--- src/hw/rtl/assert_macros.svh ---
// Assertion macros shared by the RTL files that check their own logic.
// Needs a clock named clk and an active-low reset named arst_n in scope.
`ifndef ASSERT_MACROS_SVH
`define ASSERT_MACROS_SVH
`ifndef NO_ASSERTIONS
`define ASSERT_ALWAYS(lbl, cond, msg) \
	lbl: assert property (@(posedge clk) disable iff (!arst_n) (cond)) else $error(msg);
`define ASSERT_IMPLIES(lbl, ante, cons, msg) \
	lbl: assert property (@(posedge clk) disable iff (!arst_n) (ante) |-> (cons)) \
		else $error(msg);
`define ASSERT_NEXT(lbl, ante, cons, msg) \
	lbl: assert property (@(posedge clk) disable iff (!arst_n) (ante) |=> (cons)) \
		else $error(msg);
`else
`define ASSERT_ALWAYS(lbl, cond, msg)
`define ASSERT_IMPLIES(lbl, ante, cons, msg)
`define ASSERT_NEXT(lbl, ante, cons, msg)
`endif
`endif

--- src/hw/rtl/spef_pkg.sv ---
// Shared types and fixed constants of the stereo predelay and level follower.
// No dependencies.
`timescale 1ns / 1ps
package spef_pkg;

	localparam int XGAIN_BITS = 14;
	localparam int ENV_BITS   = 40;
	localparam int ENV_FRAC   = 16;
	localparam int LEVEL_BITS = 24;

	// follower coefficients, Q24
	localparam logic signed [17:0] ATTACK_COEF  = 18'sd67109;
	localparam logic signed [17:0] RELEASE_COEF = 18'sd11744;

	// per-item strobes from the sequencer to the lanes and the follower
	typedef struct packed {
		logic       ph0;    // first read slot of an item
		logic       ph1;    // second read slot, store write, follower update
		logic       blend;  // interpolation multiply
		logic       ok0;    // earlier tap was written (valid in ph1)
		logic       ok1;    // later tap was written (valid in blend)
		logic [7:0] frac;   // interpolation fraction (valid in blend)
	} lane_ctl_t;

endpackage

--- src/hw/rtl/spef_env.sv ---
// Attack/release follower of the mean absolute input level.
// Depends on spef_pkg.
`timescale 1ns / 1ps
module spef_env #(
	parameter int SB = 24
) (
	input  logic                              clk,
	input  logic                              arst_n,
	input  spef_pkg::lane_ctl_t               ctl,
	input  logic signed [SB-1:0]              l,
	input  logic signed [SB-1:0]              r,
	output logic [spef_pkg::LEVEL_BITS-1:0]   level
);

	localparam int EB  = spef_pkg::ENV_BITS;
	localparam int IW  = SB + 16;
	localparam int DFW = ((IW > EB) ? IW : EB) + 1;
	localparam int PRW = DFW + 18;
	localparam logic signed [PRW-1:0] ENV_RND = PRW'(64'sd1 <<< 23);

	logic signed [SB:0]     le;
	logic signed [SB:0]     re;
	logic [SB:0]            al;
	logic [SB:0]            ar;
	logic [SB:0]            asum;
	logic [IW-1:0]          inl;
	logic signed [DFW-1:0]  diff;
	logic signed [DFW-1:0]  diff_q;
	logic                   atk_q;
	logic signed [17:0]     coef;
	logic signed [PRW-1:0]  prod;
	logic signed [PRW-1:0]  rnd;
	logic signed [PRW-1:0]  sh;
	logic [EB-1:0]          env_q;
	logic [EB-1:0]          env_next;

	assign le   = $signed({l[SB-1], l});
	assign re   = $signed({r[SB-1], r});
	assign al   = le[SB] ? (SB + 1)'(-le) : le;
	assign ar   = re[SB] ? (SB + 1)'(-re) : re;
	assign asum = al + ar;
	assign inl  = {asum, 15'd0};
	assign diff = $signed(DFW'(inl)) - $signed(DFW'(env_q));

	assign coef     = atk_q ? spef_pkg::ATTACK_COEF : spef_pkg::RELEASE_COEF;
	assign prod     = diff_q * coef;
	assign rnd      = prod + ENV_RND;
	assign sh       = rnd >>> 24;
	assign env_next = env_q + sh[EB-1:0];

	// integer part of the tracked level
	assign level = env_q[spef_pkg::ENV_FRAC+spef_pkg::LEVEL_BITS-1:spef_pkg::ENV_FRAC];

	always_ff @(posedge clk) begin
		if (ctl.ph0) begin
			diff_q <= diff;
			atk_q  <= !diff[DFW-1] && (diff != '0);
		end
	end

	always_ff @(posedge clk or negedge arst_n) begin
		if (!arst_n) begin
			env_q <= '0;
		end else if (ctl.ph1) begin
			env_q <= env_next;
		end
	end

endmodule

--- config.mk ---
export PLATFORM = sky130hd
export DESIGN_NAME = spef_env
export DESIGN_NICKNAME = d
export VERILOG_FILES = /design/src/hw/rtl/assert_macros.svh /design/src/hw/rtl/spef_pkg.sv /design/src/hw/rtl/spef_env.sv
export SDC_FILE = /design/constraint.sdc
export NUM_CORES = 1
export LEC_CHECK = 0
export BUFFER_PORTS_ARGS = -buffer_cell sky130_fd_sc_hd__buf_2
export CAP_MARGIN = 0
export CORE_MARGIN = 2
export CORE_UTILIZATION = 40
export DETAILED_ROUTE_END_ITERATION = 16
export GPL_ROUTABILITY_DRIVEN = 1
export PLACE_DENSITY = 0.63
export SLEW_MARGIN = 5
export SYNTH_ARGS = -nofsm -noshare
export SYNTH_HDL_FRONTEND = slang
export SYNTH_SLANG_ARGS = --single-unit
--- constraint.sdc ---
create_clock -name clk -period 8.7 [get_ports clk]
set_clock_uncertainty 0.15 [all_clocks]
set_input_delay 0.87 -clock clk [delete_from_list [all_inputs] [get_ports clk]]
set_output_delay 0.87 -clock clk [all_outputs]
set_load 0.005 [all_outputs]
After elaboration in Yosys (flattened, before gate mapping) --
Cells that the tools add are included.
Cells by class: add/subtract/negate cells 6, multiply operators 1, mux-type cells 3, reduce and logical (&&, ||, !) cells 3
Operators with widths (number):
- $add 59x25->59 const B | 1
- $mul 41x18->59 | 1
- $mux 25 | 2
- $neg 24->25 | 2
- $reduce_bool 41->1 | 1
- $sub 40x40->41 | 1
- $add 40x40->40 | 1
- $add 25x25->25 | 1
- $mux 17 | 1
- $logic_and 1x1->1 | 1
- $logic_not 1->1 | 1
Storage, ports and cells: flip-flop bits (word level) 82, output and inout port bits 24

Depth between registers and ports, before layout --
Gate-level depths: netlist (run 1).
word-level depth 6, gate-level depth with buffers 42

Least setup slack after synthesis (run 1) --
Ideal clock, no wire load.
path kind register to register, start reg atk_q, end reg env_q[36], library setup time 0.126 ns, data arrival time 9.214 ns, data required time 8.424 ns, slack -0.790 ns, stages on the path, launching flop included 37, path buffers 4, clock period less this slack 9.490 ns, cells stage by stage edfxtp_1 -> clkbuf_1 -> inv_1 -> clkbuf_1 -> buf_1 -> buf_1 -> nand2_1 -> fa_1 -> fa_1 -> fa_1 -> inv_1 -> fa_1 -> fa_1 -> ha_1 -> o21a_1 -> o21a_1 -> a221o_1 -> o21bai_1 -> nand2_1 -> o31a_1 -> a21oi_1 -> o21ai_0 -> a21oi_1 -> o21bai_1 -> xor2_1 -> ha_1 -> a21o_1 -> a21oi_1 -> o21ai_0 -> or3_1 -> o221a_2 -> o211ai_1 -> o22ai_1 -> a31o_2 -> a221oi_1 -> o21ai_0 -> a221o_1
Between the ends: cells in the longest elaborated chain, start to end 4
RTL lines:
- from (decl) | line spef_env.sv:29 | logic atk_q;
- from (signal assigned) | line spef_env.sv:57 | atk_q <= !diff[DFW-1] && (diff != '0);
- $mux 17 | line spef_env.sv:45 | assign coef = atk_q ? spef_pkg::ATTACK_COEF : spef_pkg::RELEASE_COEF;
- $mul 41x18->59 | line spef_env.sv:46 | assign prod = diff_q * coef;
- $add 59x25->59 | line spef_env.sv:47 | assign rnd = prod + ENV_RND;
- $add 40x40->40 | line spef_env.sv:49 | assign env_next = env_q + sh[EB-1:0];
- to (signal assigned) | line spef_env.sv:65 | env_q <= env_next;
- to (decl) | line spef_env.sv:34 | logic [EB-1:0] env_q;
No other way between the ends. A chain may end at the register's enable or synchronous reset.

Worst setup path in the final report (run 1) --
start reg diff_q[7], end reg env_q[36]
Between the ends: cells in the longest elaborated chain, start to end 3
RTL lines:
- from (decl) | line spef_env.sv:28 | logic signed [DFW-1:0] diff_q;
- from (signal assigned) | line spef_env.sv:56 | diff_q <= diff;
- $mul 41x18->59 | line spef_env.sv:46
- $add 59x25->59 | line spef_env.sv:47
- $add 40x40->40 | line spef_env.sv:49
No other way between the ends.

==> results of run 1 <==
==> cell type report <==
type                       count  area [µm²]  area share [%]
sequential                    82        2262           7.878
tap                          765       957.2           3.333
clock inverter                 6       115.1          0.4009
timing repair buffer         459        3373           11.75
clock buffer                   9       225.2          0.7843
multi-input combinational   1927       19750           68.78
inverter                     540        2032           7.076
==> stage by stage <==
stage               setup TNS (ns)  hold slack [ns]  instance area [µm²]
floorplan                        0           0.3172                23700
global placement            -6.223           0.3991                27070
detailed placement          -7.716           0.4029                27070
CTS                         -1.766           0.4265                28080
global route                -10.19           0.4545                28720
finish                      -2.356           0.4205                28720
==> cells in the final DEF, fill, tap and decap left out, types with 30 or more instances in the layout <==
cell and instances:
conb_1 36, buf_2 76, o21ai_0 106, ha_1 347, nor2_1 118, xnor2_1 135
a21o_1 80, fa_1 334, edfxtp_1 42, inv_1 528, a21oi_1 84, nand2b_1 30
xor2_1 54, dfrtp_1 40, nand2_1 135, buf_4 362
==> layer usage <==
layer  up-vias  global-route usage, %
li1       9276                      -
met1      9445                  29.49
met2       434                  34.69
met3        66                  2.789
met4         0                  4.057
met5         -                      0
==> flip-flops by register name, indices dropped and copies added (netlist names) <==
register,cells
atk_q,1
diff_q,41
env_q,40
==> timing repair <==
action | in CTS | in global routing
buffers inserted | 46 | 23
gates cloned | 0 | 2
hold endpoints to repair | 0 | 0
pin swaps | 66 | 98
hold buffers | 0 | 0
endpoints found under the setup margin | 21 | 27
resized for setup | 90 | 112
==> critical path: cells and delay by family, from the launching register on <==
| family | cells | cell delay (ns) |
|---|---|---|
| fa+ha+maj | 7 | 3.04 |
| compound gates | 20 | 3.94 |
| flops | 1 | 0.51 |
| simple gates | 3 | 0.56 |
| buf+inv | 5 | 0.47 |
| xor+xnor | 1 | 0.21 |
==> cells by family after synthesis <==
family | count (synthesis) | share of synthesized area (%)
adder cells (fa/ha/maj) | 705 | 48.38
buffers and inverters | 620 | 10.28
AND/OR/NAND/NOR | 502 | 10.69
AO/OA/AOI/OAI | 464 | 12.64
XOR/XNOR | 201 | 7.486
flip-flops | 82 | 9.619
multiplexers | 19 | 0.8725
other | 2 | 0.03193
==> final timing paths <==
| path | startpoint | end | depth (start not counted) |
|---|---|---|---|
| max in group asynchronous | arst_n | env_q[10] | 2 |
| hold / removal | env_q[0] | diff_q[0] | 0 |
| min in group asynchronous | arst_n | env_q[30] | 2 |
| hold reg to reg | env_q[0] | diff_q[0] | 0 |
| setup / recovery | diff_q[7] | env_q[36] | 36 |
| setup reg to reg | diff_q[7] | env_q[36] | 36 |
==> out/results.tsv, run 1 <==
stage	metric	value	unit
clock_network	cts_tree	built	
run_status	violations	setup timing	
detailed_routing	drc	0	
place	dpl_worst_slack	-0.7520	ns
cells_and_area	nFillCells	5422	
cells_and_area	final_cells	3788	
logic_synthesis	ys_top_cells_by_area	fa_1 (29%), ha_1 (19%), inv_1 (8.5%)	
timing	setup_viol	16	
critical_path	crit_arrival	9.09	ns
detailed_routing	dr_total_vias	19220	
timing	hold_viol	0	
floorplan	die_x	246.5	µm
timing	timing.final.crit_period	9.002	ns
critical_path	required	8.79	ns
detailed_routing	ant_nets	0	
timing	rsz0062_at_grt	yes	
logic_synthesis	async_flop_share	48.78	%
logic_synthesis	synth_top_area_share	29.11	%
detailed_routing	via_per_inst	5.074	
detailed_routing	routed-wl-met3	3.090	mm
global_routing	grt_usage	21.00	%
detailed_routing	routedWlPerCell	16.43	µm
logic_synthesis	yosysMostFrequentCell	inv_1	
floorplan	rows	88	
critical_path	critical_path_class	reg -> reg	
clock_network	clockBufferDepth	2	
logic_synthesis	ys.flop_type	edfxtp_1	
floorplan	start_util	40.61	%
run_status	outcome	finished, violations left	
place	place_inst	3713	
place	gp_routability_congestion	0.9097	
clock_network	cts_sinks	82	
detailed_routing	route.met2.wl	29.05	mm
logic_synthesis	syn_area_per_cell	9.063	µm²
global_routing	grt_overflow	0	
detailed_routing	highest_layer	met4	
critical_path	critPathCaptureType	flip-flop	
floorplan	dieArea	60750	µm²
timing	slew_headroom	28.14	%
logic_synthesis	yosys.area.top_type	fa_1	
clock_network	cts_buffers	9	
place	dp_hpwl	53.64	mm
timing	period_share	103.5	%
critical_path	r2r_setup_slack	-0.30	ns
cells_and_area	antennaDiodeCount	0	
logic_synthesis	synth.distinct_cells	86	
critical_path	critPathSlowestCell	fa_1	
cells_and_area	final_util	49.58	%
timing	setup_slack	-0.3021	ns
global_routing	grt_pass1_vias	20360	
detailed_routing	wl_met1	28.94	mm
logic_synthesis	ys_ff_latch	82	
timing	clock.fmax	0.1111	GHz
logic_synthesis	syn_area	23520	µm²
cells_and_area	layout-drive-gt1-share	21.30	%
floorplan	ioPinCount	87	
floorplan	fp.dieH	246.5	µm
hold_path	hold_class	reg -> reg	
detailed_routing	totalWireLength	62.23	mm
logic_synthesis	synth_edf_count	42	
detailed_routing	firstDrtPassIters	5	
critical_path	critPathMostFrequentCell	fa_1	
place	numPortBuffers	75	
logic_synthesis	yosys-top-cells-count	inv_1 (535), ha_1 (359), fa_1 (342)	
cells_and_area	syn2layout_area_growth	22.10	%
global_routing	grt_pass1_wl	102.6	mm
critical_path	cp_slowest_stage_delay	0.52	ns
logic_synthesis	ys_warn_count	0	
timing	worst_pin_slew	1.064	ns
logic_synthesis	synth_cells	2595	
global_routing	grt_max_degree	43	
critical_path	cp-start-kind	flip-flop	
critical_path	critPathMaxFanout	4	
clock_network	worstSkewPairLatency	0.36	ns
timing	slew_viol_final	0	
global_routing	antenna_found_initial	0	
logic_synthesis	seq_area_frac_synth	9.619	%
clock_network	h-tree-depth	3	
cells_and_area	nets	3783	
clock_network	root_buffer	clkbuf_16	
flow_run	maxCapViolations	0	
floorplan	core_area	57920	µm²
detailed_routing	drt_iter0_markers	986	
clock_network	clk_pin_slew	0.07	ns
Power of run 1 is left out: the tool's default activity adds up to more than one toggle a clock period on the data nets, which glitch-free logic cannot reach.
==> inputs of run 2 (changes only) <==
ABC_AREA = 1   (was unset)
PLACE_DENSITY = 0.62   (was 0.63)
==> run 2 against run 1 <==
The flow now finishes without violations. Die area increased by 12%. First-iteration DRC count increased by 31%. Utilization decreased by 6.4 points. Worst setup slack improved by 0.72 ns. Maximum frequency increased by 8.6%. Flip-flop and latch count unchanged. Routed wire length increased by 18%. Via count increased by 17%. Synthesized cell count increased by 39%. Final cell count increased by 21%. Synthesized area increased by 12%. Global-route usage increased by 1.4 points. Largest cell class unchanged. Highest routed layer is now met5.
==> out/results.tsv, run 2 <==
stage	metric	value	unit
run_status	outcome	complete, no violations	
critical_path	cp_slowest_stage_delay	0.59	ns
detailed_routing	firstDrtPassIters	7	
critical_path	r2r_end	env_q[35]	
floorplan	fp.dieH	260.5	µm
critical_path	r2r_cells	31	
clock_network	worstSkewPairLatency	0.36	ns
place	place_inst	4566	
timing	setup_slack	0.4135	ns
cells_and_area	antennaDiodeCount	0	
detailed_routing	ant_nets	0	
logic_synthesis	synth_edf_count	42	
global_routing	grt_pass1_vias	22780	
logic_synthesis	synth_top_area_share	26.02	%
critical_path	r2r_setup_slack	0.41	ns
clock_network	clockBufferDepth	2	
timing	clock.fmax	0.1207	GHz
logic_synthesis	ys_ff_latch	82	
critical_path	critical_path_class	reg -> reg	
clock_network	cts_buffers	9	
hold_path	holdPathStages	0	
cells_and_area	largestRegisters	diff_q x41, env_q x40, atk_q x1	
timing	hold_viol	0	
timing	slew_viol_final	0	
logic_synthesis	yosys.area.top_type	fa_1	
detailed_routing	dr_total_vias	22450	
cells_and_area	syn2layout_area_growth	7.409	%
floorplan	rows	94	
clock_network	clk_pin_slew	0.07	ns
timing	period_share	95.25	%
critical_path	cp-start-kind	flip-flop	
timing	timing.final.crit_period	8.287	ns
global_routing	grt_pass1_wl	118.9	mm
timing	rsz0062_at_grt	yes	
logic_synthesis	syn_area_per_cell	7.270	µm²
logic_synthesis	ys_top_cells_by_area	fa_1 (26%), ha_1 (17%), inv_1 (13%)	
logic_synthesis	syn_area	26310	µm²
critical_path	critPathMostFrequentCell	fa_1	
critical_path	critPathMaxFanout	55	
floorplan	core_area	65390	µm²
floorplan	dieArea	67840	µm²
flow_run	maxCapViolations	0	
floorplan	ioPinCount	87	
clock_network	h-tree-depth	3	
logic_synthesis	ys.flop_type	edfxtp_1	
detailed_routing	routedWlPerCell	16.02	µm
place	dpl_worst_slack	0.2934	ns
logic_synthesis	seq_area_frac_synth	8.598	%
cells_and_area	final_cell_mix	inv_1 (888), nand2_1 (727), ha_1 (357)	
cells_and_area	largest_reg_flops	41	
floorplan	start_util	40.23	%
place	numPortBuffers	75	
logic_synthesis	yosys-top-cells-count	inv_1 (888), nand2_1 (727), ha_1 (359)	
hold_path	hold_end	diff_q[0]	
place	dp_hpwl	66.20	mm
cells_and_area	nets	4477	
critical_path	critPathCaptureType	flip-flop	
logic_synthesis	yosysMostFrequentCell	inv_1	
global_routing	grt_max_degree	56	
hold_path	hold_class	reg -> reg	
critical_path	critPathSlowestCell	fa_1	
timing	whs	0.3481	ns
logic_synthesis	ys_warn_count	0	
timing	slew_headroom	26.96	%
timing	worst_pin_slew	1.096	ns
detailed_routing	drc	0	
clock_network	post_cts_buffers	0	
critical_path	r2r-start	atk_q	
global_routing	grt_usage	22.41	%
detailed_routing	totalWireLength	73.39	mm
floorplan	die_x	260.5	µm
critical_path	required	8.76	ns
cells_and_area	final_cells	4582	
clock_network	cts_tree	built	
global_routing	antenna_found_initial	4	
detailed_routing	via_per_inst	4.899	
cells_and_area	layout-drive-gt1-share	5.756	%
clock_network	root_buffer	clkbuf_16	
timing	setup_viol	0	
cells_and_area	final_common_cell	inv_1	
hold_path	worstHoldStart	env_q[0]	
critical_path	crit_arrival	8.35	ns
detailed_routing	drt_iter0_markers	1287	
logic_synthesis	async_flop_share	48.78	%
logic_synthesis	synth_cells	3619	
global_routing	grt_overflow	0	
cells_and_area	top_register	diff_q	
place	gp_routability_congestion	0.9680	
clock_network	cts_sinks	82	
logic_synthesis	synth.distinct_cells	57	
run 2: cell types whose count changed after synthesis, moves of 19 or more:
cell and change:
nand2_1 +582, nor2_1 +208, clkbuf_1 -26, o21ai_1 +19, a21oi_1 +84, nand3_1 +88, a21o_1 -66, nand2b_1 -32
xnor2_1 -87, nor2b_1 -23, inv_1 +353
run 2: kinds of logic (layout without fill, tap and decap cells):
group | count (synthesis) | after routing | synth area share, %
simple gates | 1332 | 1332 | 21.20
other cells | 2 | 36 | 0.02854
buf+inv | 943 | 1008 | 13.81
xor+xnor | 128 | 128 | 4.261
compound gates | 431 | 431 | 9.002
flops | 82 | 82 | 8.598
fa+ha+maj | 701 | 701 | 43.09
run 2: worst max path at each step:
stage           from         to  slack, ns  cells after the start
5_1_grt        atk_q  env_q[35]      -0.04                     31
2_1_floorplan  atk_q  env_q[37]       1.44                     34
6_report       atk_q  env_q[35]       0.41                     31
4_1_cts        atk_q  env_q[32]       0.27                     37
3_3_place_gp   atk_q  env_q[32]       0.35                     41
3_5_place_dp   atk_q  env_q[32]       0.29                     37
run 2: stage by stage:
| step | instance area (µm²) | utilization [%] | TNS (ns) |
|---|---|---|---|
| 2_1_floorplan | 26440 | - | 0 |
| 3_3_place_gp | 27810 | 42.53 | 0 |
| 4_1_cts | 28120 | 43.00 | 0 |
| 3_5_place_dp | 27810 | 42.53 | 0 |
| 5_1_grt | 28260 | 43.22 | -0.1197 |
| 6_report | 28260 | 43.22 | 0 |
run 2: cell type report:
cell class / count / area (µm²)
Fill cell: 6987 / 37130
Inverter: 894 / 3356
Sequential cell: 82 / 2262
Clock inverter: 5 / 61.31
Clock buffer: 11 / 242.7
Timing Repair Buffer: 98 / 573.1
Tap cell: 864 / 1081
Multi-Input combinational cell: 2628 / 20680
run 2: worst max-delay path: cells and delay by family (launching register included):
kind | cells | cell delay [ns]
buffers and inverters | 6 | 0.62
AND/OR/NAND/NOR | 11 | 1.86
flip-flops | 1 | 0.42
adder cells (fa/ha/maj) | 8 | 3.89
AO/OA/AOI/OAI | 5 | 0.84
XOR/XNOR | 1 | 0.31
run 2: metal layers:
layer,vias up,GRT usage [%],wire length (µm)
met5,-,0,27
met4,4,5.762,2158
met3,106,3.079,4043
met2,521,37.31,33750
met1,10520,30.61,33420
li1,11300,-,-
run 2: what timing repair did:
action                                  in CTS  in global routing
endpoints found under the setup margin       0                 20
hold buffers                                 0                  0
resized for setup                            0                 35
endpoints found under the hold margin        0                  0
Power of run 2 is left out for the same reason.
